`src/design/midi_cc_to_synth_params_assert.svh`:
```
// Assertion macros for the MIDI control-change parser.
// All macros sample on clk and are disabled while rst_n is low.
`ifndef MIDI_CC_TO_SYNTH_PARAMS_ASSERT_SVH
`define MIDI_CC_TO_SYNTH_PARAMS_ASSERT_SVH

// Same-cycle implication
`define MCCSP_ASSERT_NOW(lbl, ant, con, msg) \
    lbl: assert property (@(posedge clk) disable iff (!rst_n) (ant) |-> (con)) else $error(msg);

// Next-cycle implication
`define MCCSP_ASSERT_NEXT(lbl, ant, con, msg) \
    lbl: assert property (@(posedge clk) disable iff (!rst_n) (ant) |=> (con)) else $error(msg);

`endif

```
`src/design/mccsp_pkg.sv`:
```
package mccsp_pkg;

    typedef logic [4:0] action_t;

    // Result actions
    localparam action_t ACT_VOLUME      = 5'd0;  // base, plus voice 0..3
    localparam action_t ACT_DUTY        = 5'd4;  // base, plus voice 0..2
    localparam action_t ACT_NOISE_RATIO = 5'd7;
    localparam action_t ACT_FREQ        = 5'd8;  // base, plus voice 0..2
    localparam action_t ACT_NOISE_FREQ  = 5'd11;
    localparam action_t ACT_WAVE_NEXT   = 5'd12;
    localparam action_t ACT_NOISE_STEP  = 5'd13;
    localparam action_t ACT_WAVE_RANGE  = 5'd14;
    localparam action_t ACT_REWIND      = 5'd15;
    localparam action_t ACT_SEQ_RUN     = 5'd16;
    localparam action_t ACT_CHORD_MODE  = 5'd17;
    localparam action_t ACT_CHORD_SLOT  = 5'd18;

    // Control-change numbers
    localparam logic [6:0] CC_VOL_FIRST    = 7'd1;
    localparam logic [6:0] CC_VOL_LAST     = 7'd4;
    localparam logic [6:0] CC_DUTY_FIRST   = 7'd5;
    localparam logic [6:0] CC_DUTY_LAST    = 7'd7;
    localparam logic [6:0] CC_NOISE_RATIO  = 7'd8;
    localparam logic [6:0] CC_COARSE_FIRST = 7'd9;
    localparam logic [6:0] CC_COARSE_LAST  = 7'd11;
    localparam logic [6:0] CC_NOISE_FREQ   = 7'd12;
    localparam logic [6:0] CC_FINE_FIRST   = 7'd13;
    localparam logic [6:0] CC_FINE_LAST    = 7'd15;
    localparam logic [6:0] CC_WAVE_NEXT    = 7'd19;
    localparam logic [6:0] CC_NOISE_STEP   = 7'd20;
    localparam logic [6:0] CC_MUTE_FIRST   = 7'd21;
    localparam logic [6:0] CC_MUTE_LAST    = 7'd24;
    localparam logic [6:0] CC_WAVE_RANGE   = 7'd27;
    localparam logic [6:0] CC_REWIND       = 7'd29;
    localparam logic [6:0] CC_SEQ_RUN      = 7'd32;
    localparam logic [6:0] CC_CHORD_MODE   = 7'd33;

    // Status nibbles
    localparam logic [3:0] KIND_NOTE_ON = 4'h9;
    localparam logic [3:0] KIND_CC      = 4'hB;
    localparam logic [3:0] KIND_SYSTEM  = 4'hF;

    // Clamp limits and fine-tune center
    localparam logic [10:0] FREQ_MAX     = 11'd2047;
    localparam logic [6:0]  FINE_MID     = 7'd64;
    localparam logic [6:0]  VOL_MAX      = 7'd15;
    localparam logic [6:0]  DUTY_MAX     = 7'd3;
    localparam logic [6:0]  NOISE_RATIO_MAX = 7'd6;
    localparam logic [6:0]  NOISE_FREQ_MAX  = 7'd15;

    // White keys C4..C5 mapped to chord slots 0..7
    localparam int NUM_KEYS = 8;
    localparam logic [6:0] KEY_TABLE [NUM_KEYS] =
        '{7'h3C, 7'h3E, 7'h40, 7'h41, 7'h43, 7'h45, 7'h47, 7'h48};

    // One result from the parameter unit
    typedef struct packed {
        logic       hit;
        action_t    action;
        logic [10:0] value;
    } result_t;

endpackage

```
`src/design/mccsp_param_unit.sv`:
```
// Parser state with control-change and note-on decode; updates state on step.
module mccsp_param_unit (
    input  logic               clk,
    input  logic               rst_n,
    input  logic               step,
    input  logic [7:0]         midi_byte,
    input  logic [3:0]         cc_channel,
    output mccsp_pkg::result_t result
);

    logic [7:0]  running_status_reg, running_status_next;
    logic [6:0]  held_address_reg, held_address_next;
    logic        captured_reg, captured_next;
    logic [10:0] coarse_reg [3];
    logic [10:0] coarse_next [3];
    logic [3:0]  volume_reg [4];
    logic [3:0]  volume_next [4];
    logic [3:0]  saved_reg [4];
    logic [3:0]  saved_next [4];

    logic [6:0]  addr;
    logic [6:0]  v;
    logic        v_nz;
    logic [1:0]  vol_idx;
    logic [1:0]  duty_idx;
    logic [1:0]  coarse_idx;
    logic [1:0]  fine_idx;
    logic [1:0]  mute_idx;
    logic [10:0] coarse_sel;
    logic [11:0] fine_up;
    logic [6:0]  fine_down;
    logic [10:0] fine_val;

    assign addr       = held_address_reg;
    assign v          = midi_byte[6:0];
    assign v_nz       = (v != 7'd0);
    assign vol_idx    = 2'(addr - mccsp_pkg::CC_VOL_FIRST);
    assign duty_idx   = 2'(addr - mccsp_pkg::CC_DUTY_FIRST);
    assign coarse_idx = 2'(addr - mccsp_pkg::CC_COARSE_FIRST);
    assign fine_idx   = 2'(addr - mccsp_pkg::CC_FINE_FIRST);
    assign mute_idx   = 2'(addr - mccsp_pkg::CC_MUTE_FIRST);

    // Fine tune: coarse plus signed offset about center, held in 0..2047
    always_comb
    begin
        coarse_sel = (fine_idx < 2'd3) ? coarse_reg[fine_idx] : 11'd0;
        fine_up    = {1'b0, coarse_sel} + 12'(v - mccsp_pkg::FINE_MID);
        fine_down  = mccsp_pkg::FINE_MID - v;
        if (v >= mccsp_pkg::FINE_MID)
        begin
            fine_val = fine_up[11] ? mccsp_pkg::FREQ_MAX : fine_up[10:0];
        end
        else
        begin
            fine_val = (coarse_sel >= 11'(fine_down)) ? coarse_sel - 11'(fine_down) : 11'd0;
        end
    end

    // Byte classification, decode and state update
    always_comb
    begin
        running_status_next = running_status_reg;
        held_address_next   = held_address_reg;
        captured_next       = captured_reg;
        coarse_next         = coarse_reg;
        volume_next         = volume_reg;
        saved_next          = saved_reg;
        result              = '0;

        if (step)
        begin
            if (midi_byte[7])
            begin
                if (midi_byte[7:4] != mccsp_pkg::KIND_SYSTEM)
                begin
                    running_status_next = midi_byte;
                    captured_next       = 1'b0;
                end
            end
            else if (!captured_reg)
            begin
                captured_next     = 1'b1;
                held_address_next = v;
            end
            else
            begin
                captured_next = 1'b0;
                if (running_status_reg[7:4] == mccsp_pkg::KIND_CC)
                begin
                    if (running_status_reg[3:0] == cc_channel)
                    begin
                        result.hit = 1'b1;
                        if (addr >= mccsp_pkg::CC_VOL_FIRST && addr <= mccsp_pkg::CC_VOL_LAST)
                        begin
                            volume_next[vol_idx] = (v > mccsp_pkg::VOL_MAX) ?
                                4'(mccsp_pkg::VOL_MAX) : v[3:0];
                            result.action = mccsp_pkg::ACT_VOLUME + 5'(vol_idx);
                            result.value  = 11'(volume_next[vol_idx]);
                        end
                        else if (addr >= mccsp_pkg::CC_DUTY_FIRST &&
                                 addr <= mccsp_pkg::CC_DUTY_LAST)
                        begin
                            result.action = mccsp_pkg::ACT_DUTY + 5'(duty_idx);
                            result.value  = (v > mccsp_pkg::DUTY_MAX) ?
                                11'(mccsp_pkg::DUTY_MAX) : 11'(v);
                        end
                        else if (addr == mccsp_pkg::CC_NOISE_RATIO)
                        begin
                            result.action = mccsp_pkg::ACT_NOISE_RATIO;
                            result.value  = (v > mccsp_pkg::NOISE_RATIO_MAX) ?
                                11'(mccsp_pkg::NOISE_RATIO_MAX) : 11'(v);
                        end
                        else if (addr >= mccsp_pkg::CC_COARSE_FIRST &&
                                 addr <= mccsp_pkg::CC_COARSE_LAST)
                        begin
                            // v*16 never exceeds the frequency limit
                            coarse_next[coarse_idx] = {v, 4'd0};
                            result.action = mccsp_pkg::ACT_FREQ + 5'(coarse_idx);
                            result.value  = {v, 4'd0};
                        end
                        else if (addr == mccsp_pkg::CC_NOISE_FREQ)
                        begin
                            result.action = mccsp_pkg::ACT_NOISE_FREQ;
                            result.value  = (v > mccsp_pkg::NOISE_FREQ_MAX) ?
                                11'(mccsp_pkg::NOISE_FREQ_MAX) : 11'(v);
                        end
                        else if (addr >= mccsp_pkg::CC_FINE_FIRST &&
                                 addr <= mccsp_pkg::CC_FINE_LAST)
                        begin
                            result.action = mccsp_pkg::ACT_FREQ + 5'(fine_idx);
                            result.value  = fine_val;
                        end
                        else if (addr >= mccsp_pkg::CC_MUTE_FIRST &&
                                 addr <= mccsp_pkg::CC_MUTE_LAST)
                        begin
                            // mute saves the volume, unmute restores it
                            if (v_nz)
                            begin
                                saved_next[mute_idx]  = volume_reg[mute_idx];
                                volume_next[mute_idx] = 4'd0;
                            end
                            else
                            begin
                                volume_next[mute_idx] = saved_reg[mute_idx];
                            end
                            result.action = mccsp_pkg::ACT_VOLUME + 5'(mute_idx);
                            result.value  = 11'(volume_next[mute_idx]);
                        end
                        else if (addr == mccsp_pkg::CC_WAVE_NEXT)
                        begin
                            result.hit    = v_nz;
                            result.action = mccsp_pkg::ACT_WAVE_NEXT;
                            result.value  = 11'd1;
                        end
                        else if (addr == mccsp_pkg::CC_NOISE_STEP)
                        begin
                            result.action = mccsp_pkg::ACT_NOISE_STEP;
                            result.value  = 11'(v_nz);
                        end
                        else if (addr == mccsp_pkg::CC_WAVE_RANGE)
                        begin
                            result.action = mccsp_pkg::ACT_WAVE_RANGE;
                            result.value  = 11'(v_nz);
                        end
                        else if (addr == mccsp_pkg::CC_REWIND)
                        begin
                            result.action = mccsp_pkg::ACT_REWIND;
                            result.value  = 11'd0;
                        end
                        else if (addr == mccsp_pkg::CC_SEQ_RUN)
                        begin
                            result.action = mccsp_pkg::ACT_SEQ_RUN;
                            result.value  = 11'(v_nz);
                        end
                        else if (addr == mccsp_pkg::CC_CHORD_MODE)
                        begin
                            result.action = mccsp_pkg::ACT_CHORD_MODE;
                            result.value  = 11'(v_nz);
                        end
                        else
                        begin
                            result.hit = 1'b0;
                        end
                    end
                end
                else if (running_status_reg[7:4] == mccsp_pkg::KIND_NOTE_ON)
                begin
                    // chord slot select, any channel, any velocity
                    for (int i = 0; i < mccsp_pkg::NUM_KEYS; i++)
                    begin
                        if (addr == mccsp_pkg::KEY_TABLE[i])
                        begin
                            result.hit    = 1'b1;
                            result.action = mccsp_pkg::ACT_CHORD_SLOT;
                            result.value  = 11'(i);
                        end
                    end
                end
            end
        end
    end

    // State registers
    always_ff @(posedge clk or negedge rst_n)
    begin
        if (!rst_n)
        begin
            running_status_reg <= '0;
            held_address_reg   <= '0;
            captured_reg       <= 1'b0;
            coarse_reg         <= '{default: '0};
            volume_reg         <= '{default: '0};
            saved_reg          <= '{default: '0};
        end
        else
        begin
            running_status_reg <= running_status_next;
            held_address_reg   <= held_address_next;
            captured_reg       <= captured_next;
            coarse_reg         <= coarse_next;
            volume_reg         <= volume_next;
            saved_reg          <= saved_next;
        end
    end

endmodule

```
`src/design/midi_cc_to_synth_params.sv`:
```
// Channel   | Signals                          | Role
// ----------+----------------------------------+------------------------------
// input     | in_valid, in_ready, midi_byte    | one MIDI byte per transfer
// output    | out_valid, out_ready, action,    | one parameter write per
//           | value                            | transfer
// config    | cfg_we, cfg_wdata                | control-change channel
//
// One byte per cycle sustained while the result is not stalled.
// A byte is taken into the input register, then is decoded against the
// parser state and lands in the result register.
// A stalled result holds the input register; input is still taken while that
// register is free. Reset clears all parser state and the channel to zero.
module midi_cc_to_synth_params (
    input  logic        clk,
    input  logic        rst_n,
    input  logic        in_valid,
    output logic        in_ready,
    input  logic [7:0]  midi_byte,
    output logic        out_valid,
    input  logic        out_ready,
    output logic [4:0]  action,
    output logic [10:0] value,
    input  logic        cfg_we,
    input  logic [3:0]  cfg_wdata
);

    logic               in_valid_reg;
    logic [7:0]         byte_reg;
    logic [3:0]         cc_channel_reg;
    logic               out_valid_reg;
    logic [4:0]         action_reg;
    logic [10:0]        value_reg;
    logic               advance;
    mccsp_pkg::result_t result;

    // Move a byte to the result stage when that stage is free or draining
    assign advance  = in_valid_reg && (!out_valid_reg || out_ready);
    assign in_ready = !in_valid_reg || advance;

    mccsp_param_unit u_param (
        .clk        (clk),
        .rst_n      (rst_n),
        .step       (advance),
        .midi_byte  (byte_reg),
        .cc_channel (cc_channel_reg),
        .result     (result)
    );

    // Channel register
    always_ff @(posedge clk or negedge rst_n)
    begin
        if (!rst_n)
        begin
            cc_channel_reg <= '0;
        end
        else if (cfg_we)
        begin
            cc_channel_reg <= cfg_wdata;
        end
    end

    // Input register
    always_ff @(posedge clk or negedge rst_n)
    begin
        if (!rst_n)
        begin
            in_valid_reg <= 1'b0;
        end
        else if (in_ready)
        begin
            in_valid_reg <= in_valid;
        end
    end

    always_ff @(posedge clk)
    begin
        if (in_valid && in_ready)
        begin
            byte_reg <= midi_byte;
        end
    end

    // Result register
    always_ff @(posedge clk or negedge rst_n)
    begin
        if (!rst_n)
        begin
            out_valid_reg <= 1'b0;
        end
        else if (advance)
        begin
            out_valid_reg <= result.hit;
        end
        else if (out_ready)
        begin
            out_valid_reg <= 1'b0;
        end
    end

    always_ff @(posedge clk)
    begin
        if (advance && result.hit)
        begin
            action_reg <= result.action;
            value_reg  <= result.value;
        end
    end

    assign out_valid = out_valid_reg;
    assign action    = action_reg;
    assign value     = value_reg;

`include "midi_cc_to_synth_params_assert.svh"

    `MCCSP_ASSERT_NEXT(a_hold_on_stall, in_valid_reg && out_valid_reg && !out_ready, in_valid_reg, "byte dropped while result stalled")
    `MCCSP_ASSERT_NOW(a_action_range, out_valid_reg, action_reg <= mccsp_pkg::ACT_CHORD_SLOT, "action out of range")
    `MCCSP_ASSERT_NOW(a_slot_range, out_valid_reg && action_reg == mccsp_pkg::ACT_CHORD_SLOT, value_reg <= 11'd7, "chord slot out of range")
    `MCCSP_ASSERT_NOW(a_volume_range, out_valid_reg && action_reg < mccsp_pkg::ACT_DUTY, value_reg <= 11'd15, "volume out of range")

endmodule

```
`config.mk`:
```
export PLATFORM = sky130hd
export DESIGN_NAME = midi_cc_to_synth_params
export DESIGN_NICKNAME = d
export VERILOG_FILES = /design/src/design/mccsp_pkg.sv /design/src/design/mccsp_param_unit.sv /design/src/design/midi_cc_to_synth_params.sv
export VERILOG_INCLUDE_DIRS = /design/src /design/src/design
export SDC_FILE = /design/constraint.sdc
export NUM_CORES = 1
export LEC_CHECK = 0
export BUFFER_PORTS_ARGS = -buffer_cell sky130_fd_sc_hd__buf_2
export CAP_MARGIN = 20
export CORE_ASPECT_RATIO = 0.8
export CORE_UTILIZATION = 30
export DETAILED_ROUTE_END_ITERATION = 6
export SETUP_SLACK_MARGIN = 0.5
export SYNTH_ARGS = -nofsm -noshare
export SYNTH_HDL_FRONTEND = slang
export SYNTH_SLANG_ARGS = --single-unit
```
`constraint.sdc`:
```
create_clock -name clk -period 10.1 [get_ports clk]
set_input_delay 3.03 -clock clk [delete_from_list [all_inputs] [get_ports clk]]
set_output_delay 3.03 -clock clk [all_outputs]
set_load 0.005 [all_outputs]
```
==> qor.txt <==
Worst-Margin Slew -> 1.03 ns
vias in the first global route -> 5100
I/O Buffers -> 34
worst hold path class -> reg -> reg
Post-synth top flop -> dfrtp_1
largest net degree at the start of global routing -> 76
Hold Worst Slack -> 0.476 ns
CP Cell Sequence -> buf_2 > nand3b_1 > buf_2
Synth top cells by count -> 75 x dfrtp_1, 72 x nand2_1, 64 x nor2_1, 54 x mux2_2, 54 x o21ai_0
RSZ-0062 raised after global routing -> false
slowest CP cell -> nand3b_1
Post-synth EDFFs -> 24
# IOs -> 35
Hold Buf Count CTS -> 0
Synth area leader -> dfrtp_1
share of layout cells above drive strength 1 -> 20.5%
Syn Nets -> 730
most used cell, CP -> buf_2
CTS tree -> built
clock sinks -> 99
largest cells by area after synthesis -> dfrtp_1 28%, edfxtp_1 11%, mux2_2 9.2%, nand2_1 4.1%, o21ai_0 4.1%
syn avg cell area -> 9.44 um^2
antenna violations before repair -> 0
cts repair resizes -> 0
min cycle time layout -> 6.47 ns
WL final -> 18200 um
fin nets -> 745
crit-path max cell delay -> 0.17 ns
Max VDD drop -> 107 uV
Synth Cell Area -> 0.00659 mm^2
Die Wd -> 168 um
WS Path Type -> in -> out
number of synthesized register bits -> 99
Worst EP arrival -> 3.44 ns
htree depth -> 3
Fmax -> 0.154 GHz
Setup crit end kind -> output port
GR peak layer -> met1
root buf cell -> clkbuf_16
max cap viols -> 0
Ys Warns -> 0
TritonCTS Buffers -> 9
worst skew pair latency -> 0.36 ns
CP Buf/Inv Count -> 2
gpl congestion -> 0.931
DR DRC count -> 0
area occupied by multi-input gates -> 0.00378 mm^2
# diodes -> 0
P&R area growth vs syn -> 11.4%
GR Layer Usage met3 -> 3.58%
register area -> 0.00260 mm^2
setup violators final -> 0
Starting Density -> 30.5%
Yosys cell types -> 76
Via density -> 5.66
Antenna Nets Post-Route -> 0
routed len/inst -> 18.3 um
setup TNS after final layout -> 0 ns
outcome -> complete, no violations
max_slew headroom -> 31.2%
met2 Use GR -> 23.0%
via count -> 5617
period utilization -> 64.1%
GRT Total Usage -> 16.7%
Max Slew Vio Count -> 0
CTS Buffer Depth -> 2
fraction of registers with async set/reset -> 75.8%
DP Wirelength -> 12600 um
Synth Instances -> 698
cell family contributing the most delay on the critical path -> buffers and inverters
max reg flops -> 21
final hold violations -> 0
detailed-router iteration count before antenna repair -> 6
DR iter-0 viols -> 821
Worst Setup Start Kind -> input port
PwrDens -> 164 mW/mm^2
Seq/Total Area, Yosys -> 39.4%
Post CTS Setup Buffer Count -> 0
GR Overflow Total -> 0
share of the synthesized area in the top cell type -> 28.5%
first-pass GRT wire length -> 29300 um
Fillers -> 2149
Vert. Die Dim -> 135 um
Leak -> 2.91 nW
clock-pin slew on the worst setup and hold paths -> 0.07 ns
worst-path fanout max -> 3
CP required -> 7.07 ns
met1 Resource Use GR -> 25.8%
CORE AREA -> 0.0216 mm^2
count leader, synth -> dfrtp_1
Die Area -> 0.0226 mm^2
Rows -> 48
clock skew -> 0.0117 ns
[worst paths after layout]
path	startpoint	endpoint	slack (ns)	depth (start not counted)
worst max-delay path	out_ready	in_ready	3.63	3
worst min-delay path	u_param.running_status_reg[7]	u_param.running_status_reg[7]	0.48	1
worst max register to register	u_param.addr[0]	value[4]	4.29	15
worst min register to register	u_param.running_status_reg[7]	u_param.running_status_reg[7]	0.48	1
max in group asynchronous	rst_n	u_param.running_status_reg[6]	6.61	1
min in group asynchronous	rst_n	u_param.saved_reg[14]	2.83	1
[power breakdown]
| part | total [mW] | switching, mW | internal [mW] |
|---|---|---|---|
| Sequential | 0.466 | 0.0387 | 0.428 |
| Combinational | 0.372 | 0.242 | 0.130 |
| Clock | 0.367 | 0.157 | 0.209 |
[cell usage in the layout, fill, tap and decap left out, drive strengths merged, types with 4 or more instances in the layout]
cell type / Yosys / layout
nor4: 11 / 11
xor2: 7 / 7
a22oi: 8 / 8
mux4: 9 / 9
ha: 15 / 15
o31ai: 8 / 8
nand3: 16 / 16
and2: 4 / 4
o211ai: 4 / 4
or2: 4 / 4
mux2: 55 / 55
edfxtp: 24 / 24
mux2i: 4 / 4
or3: 7 / 7
and3: 6 / 6
a21oi: 48 / 48
nor3b: 4 / 4
inv: 15 / 16
xnor2: 9 / 9
nor2: 67 / 67
nand2: 72 / 72
nand3b: 8 / 8
clkbuf: 29 / 12
a2111oi: 4 / 4
nand2b: 12 / 12
nor2b: 8 / 8
dfrtp: 75 / 75
nor3: 17 / 17
o21ai: 56 / 56
buf: 11 / 44
a211oi: 17 / 17
nand4: 6 / 6
a31oi: 8 / 8
[routing by layer]
| metal | wire length [um] | vias up |
|---|---|---|
| met5 | 0 | - |
| met4 | 230 | 0 |
| met3 | 1360 | 20 |
| met2 | 7570 | 211 |
| met1 | 9010 | 2739 |
| li1 | - | 2647 |
[final cells by class]
class,instances,area share (%)
Clock inverter,4,0.767
Inverter,16,0.819
Timing Repair Buffer,44,3.34
Multi-Input combinational cell,543,51.5
Tap cell,275,4.69
Sequential cell,99,35.4
Clock buffer,12,3.51
[per-stage QoR]
step | cells | instance area (um^2) | worst slack [ns] | utilization (%) | power, mW
2_1_floorplan | 698 | 6590 | 3.87 | - | 0.744
3_3_place_gp | 976 | 7020 | 3.63 | 32.5 | 0.833
3_5_place_dp | 976 | 7020 | 3.63 | 32.5 | 0.838
4_1_cts | 992 | 7330 | 3.62 | 34.0 | 1.21
5_1_grt | 993 | 7340 | 3.60 | 34.0 | 1.27
6_report | 993 | 7340 | 3.63 | 34.0 | 1.21
[cells by family after synthesis]
kind of cell | share of synthesized area [%]
AND/OR/NAND/NOR | 19.0
AO/OA/AOI/OAI | 20.0
flip-flops | 39.4
multiplexers | 13.1
buffers and inverters | 3.40
XOR/XNOR | 2.13
adder cells (fa/ha/maj) | 2.85
Power figures use the tool's default switching activity.
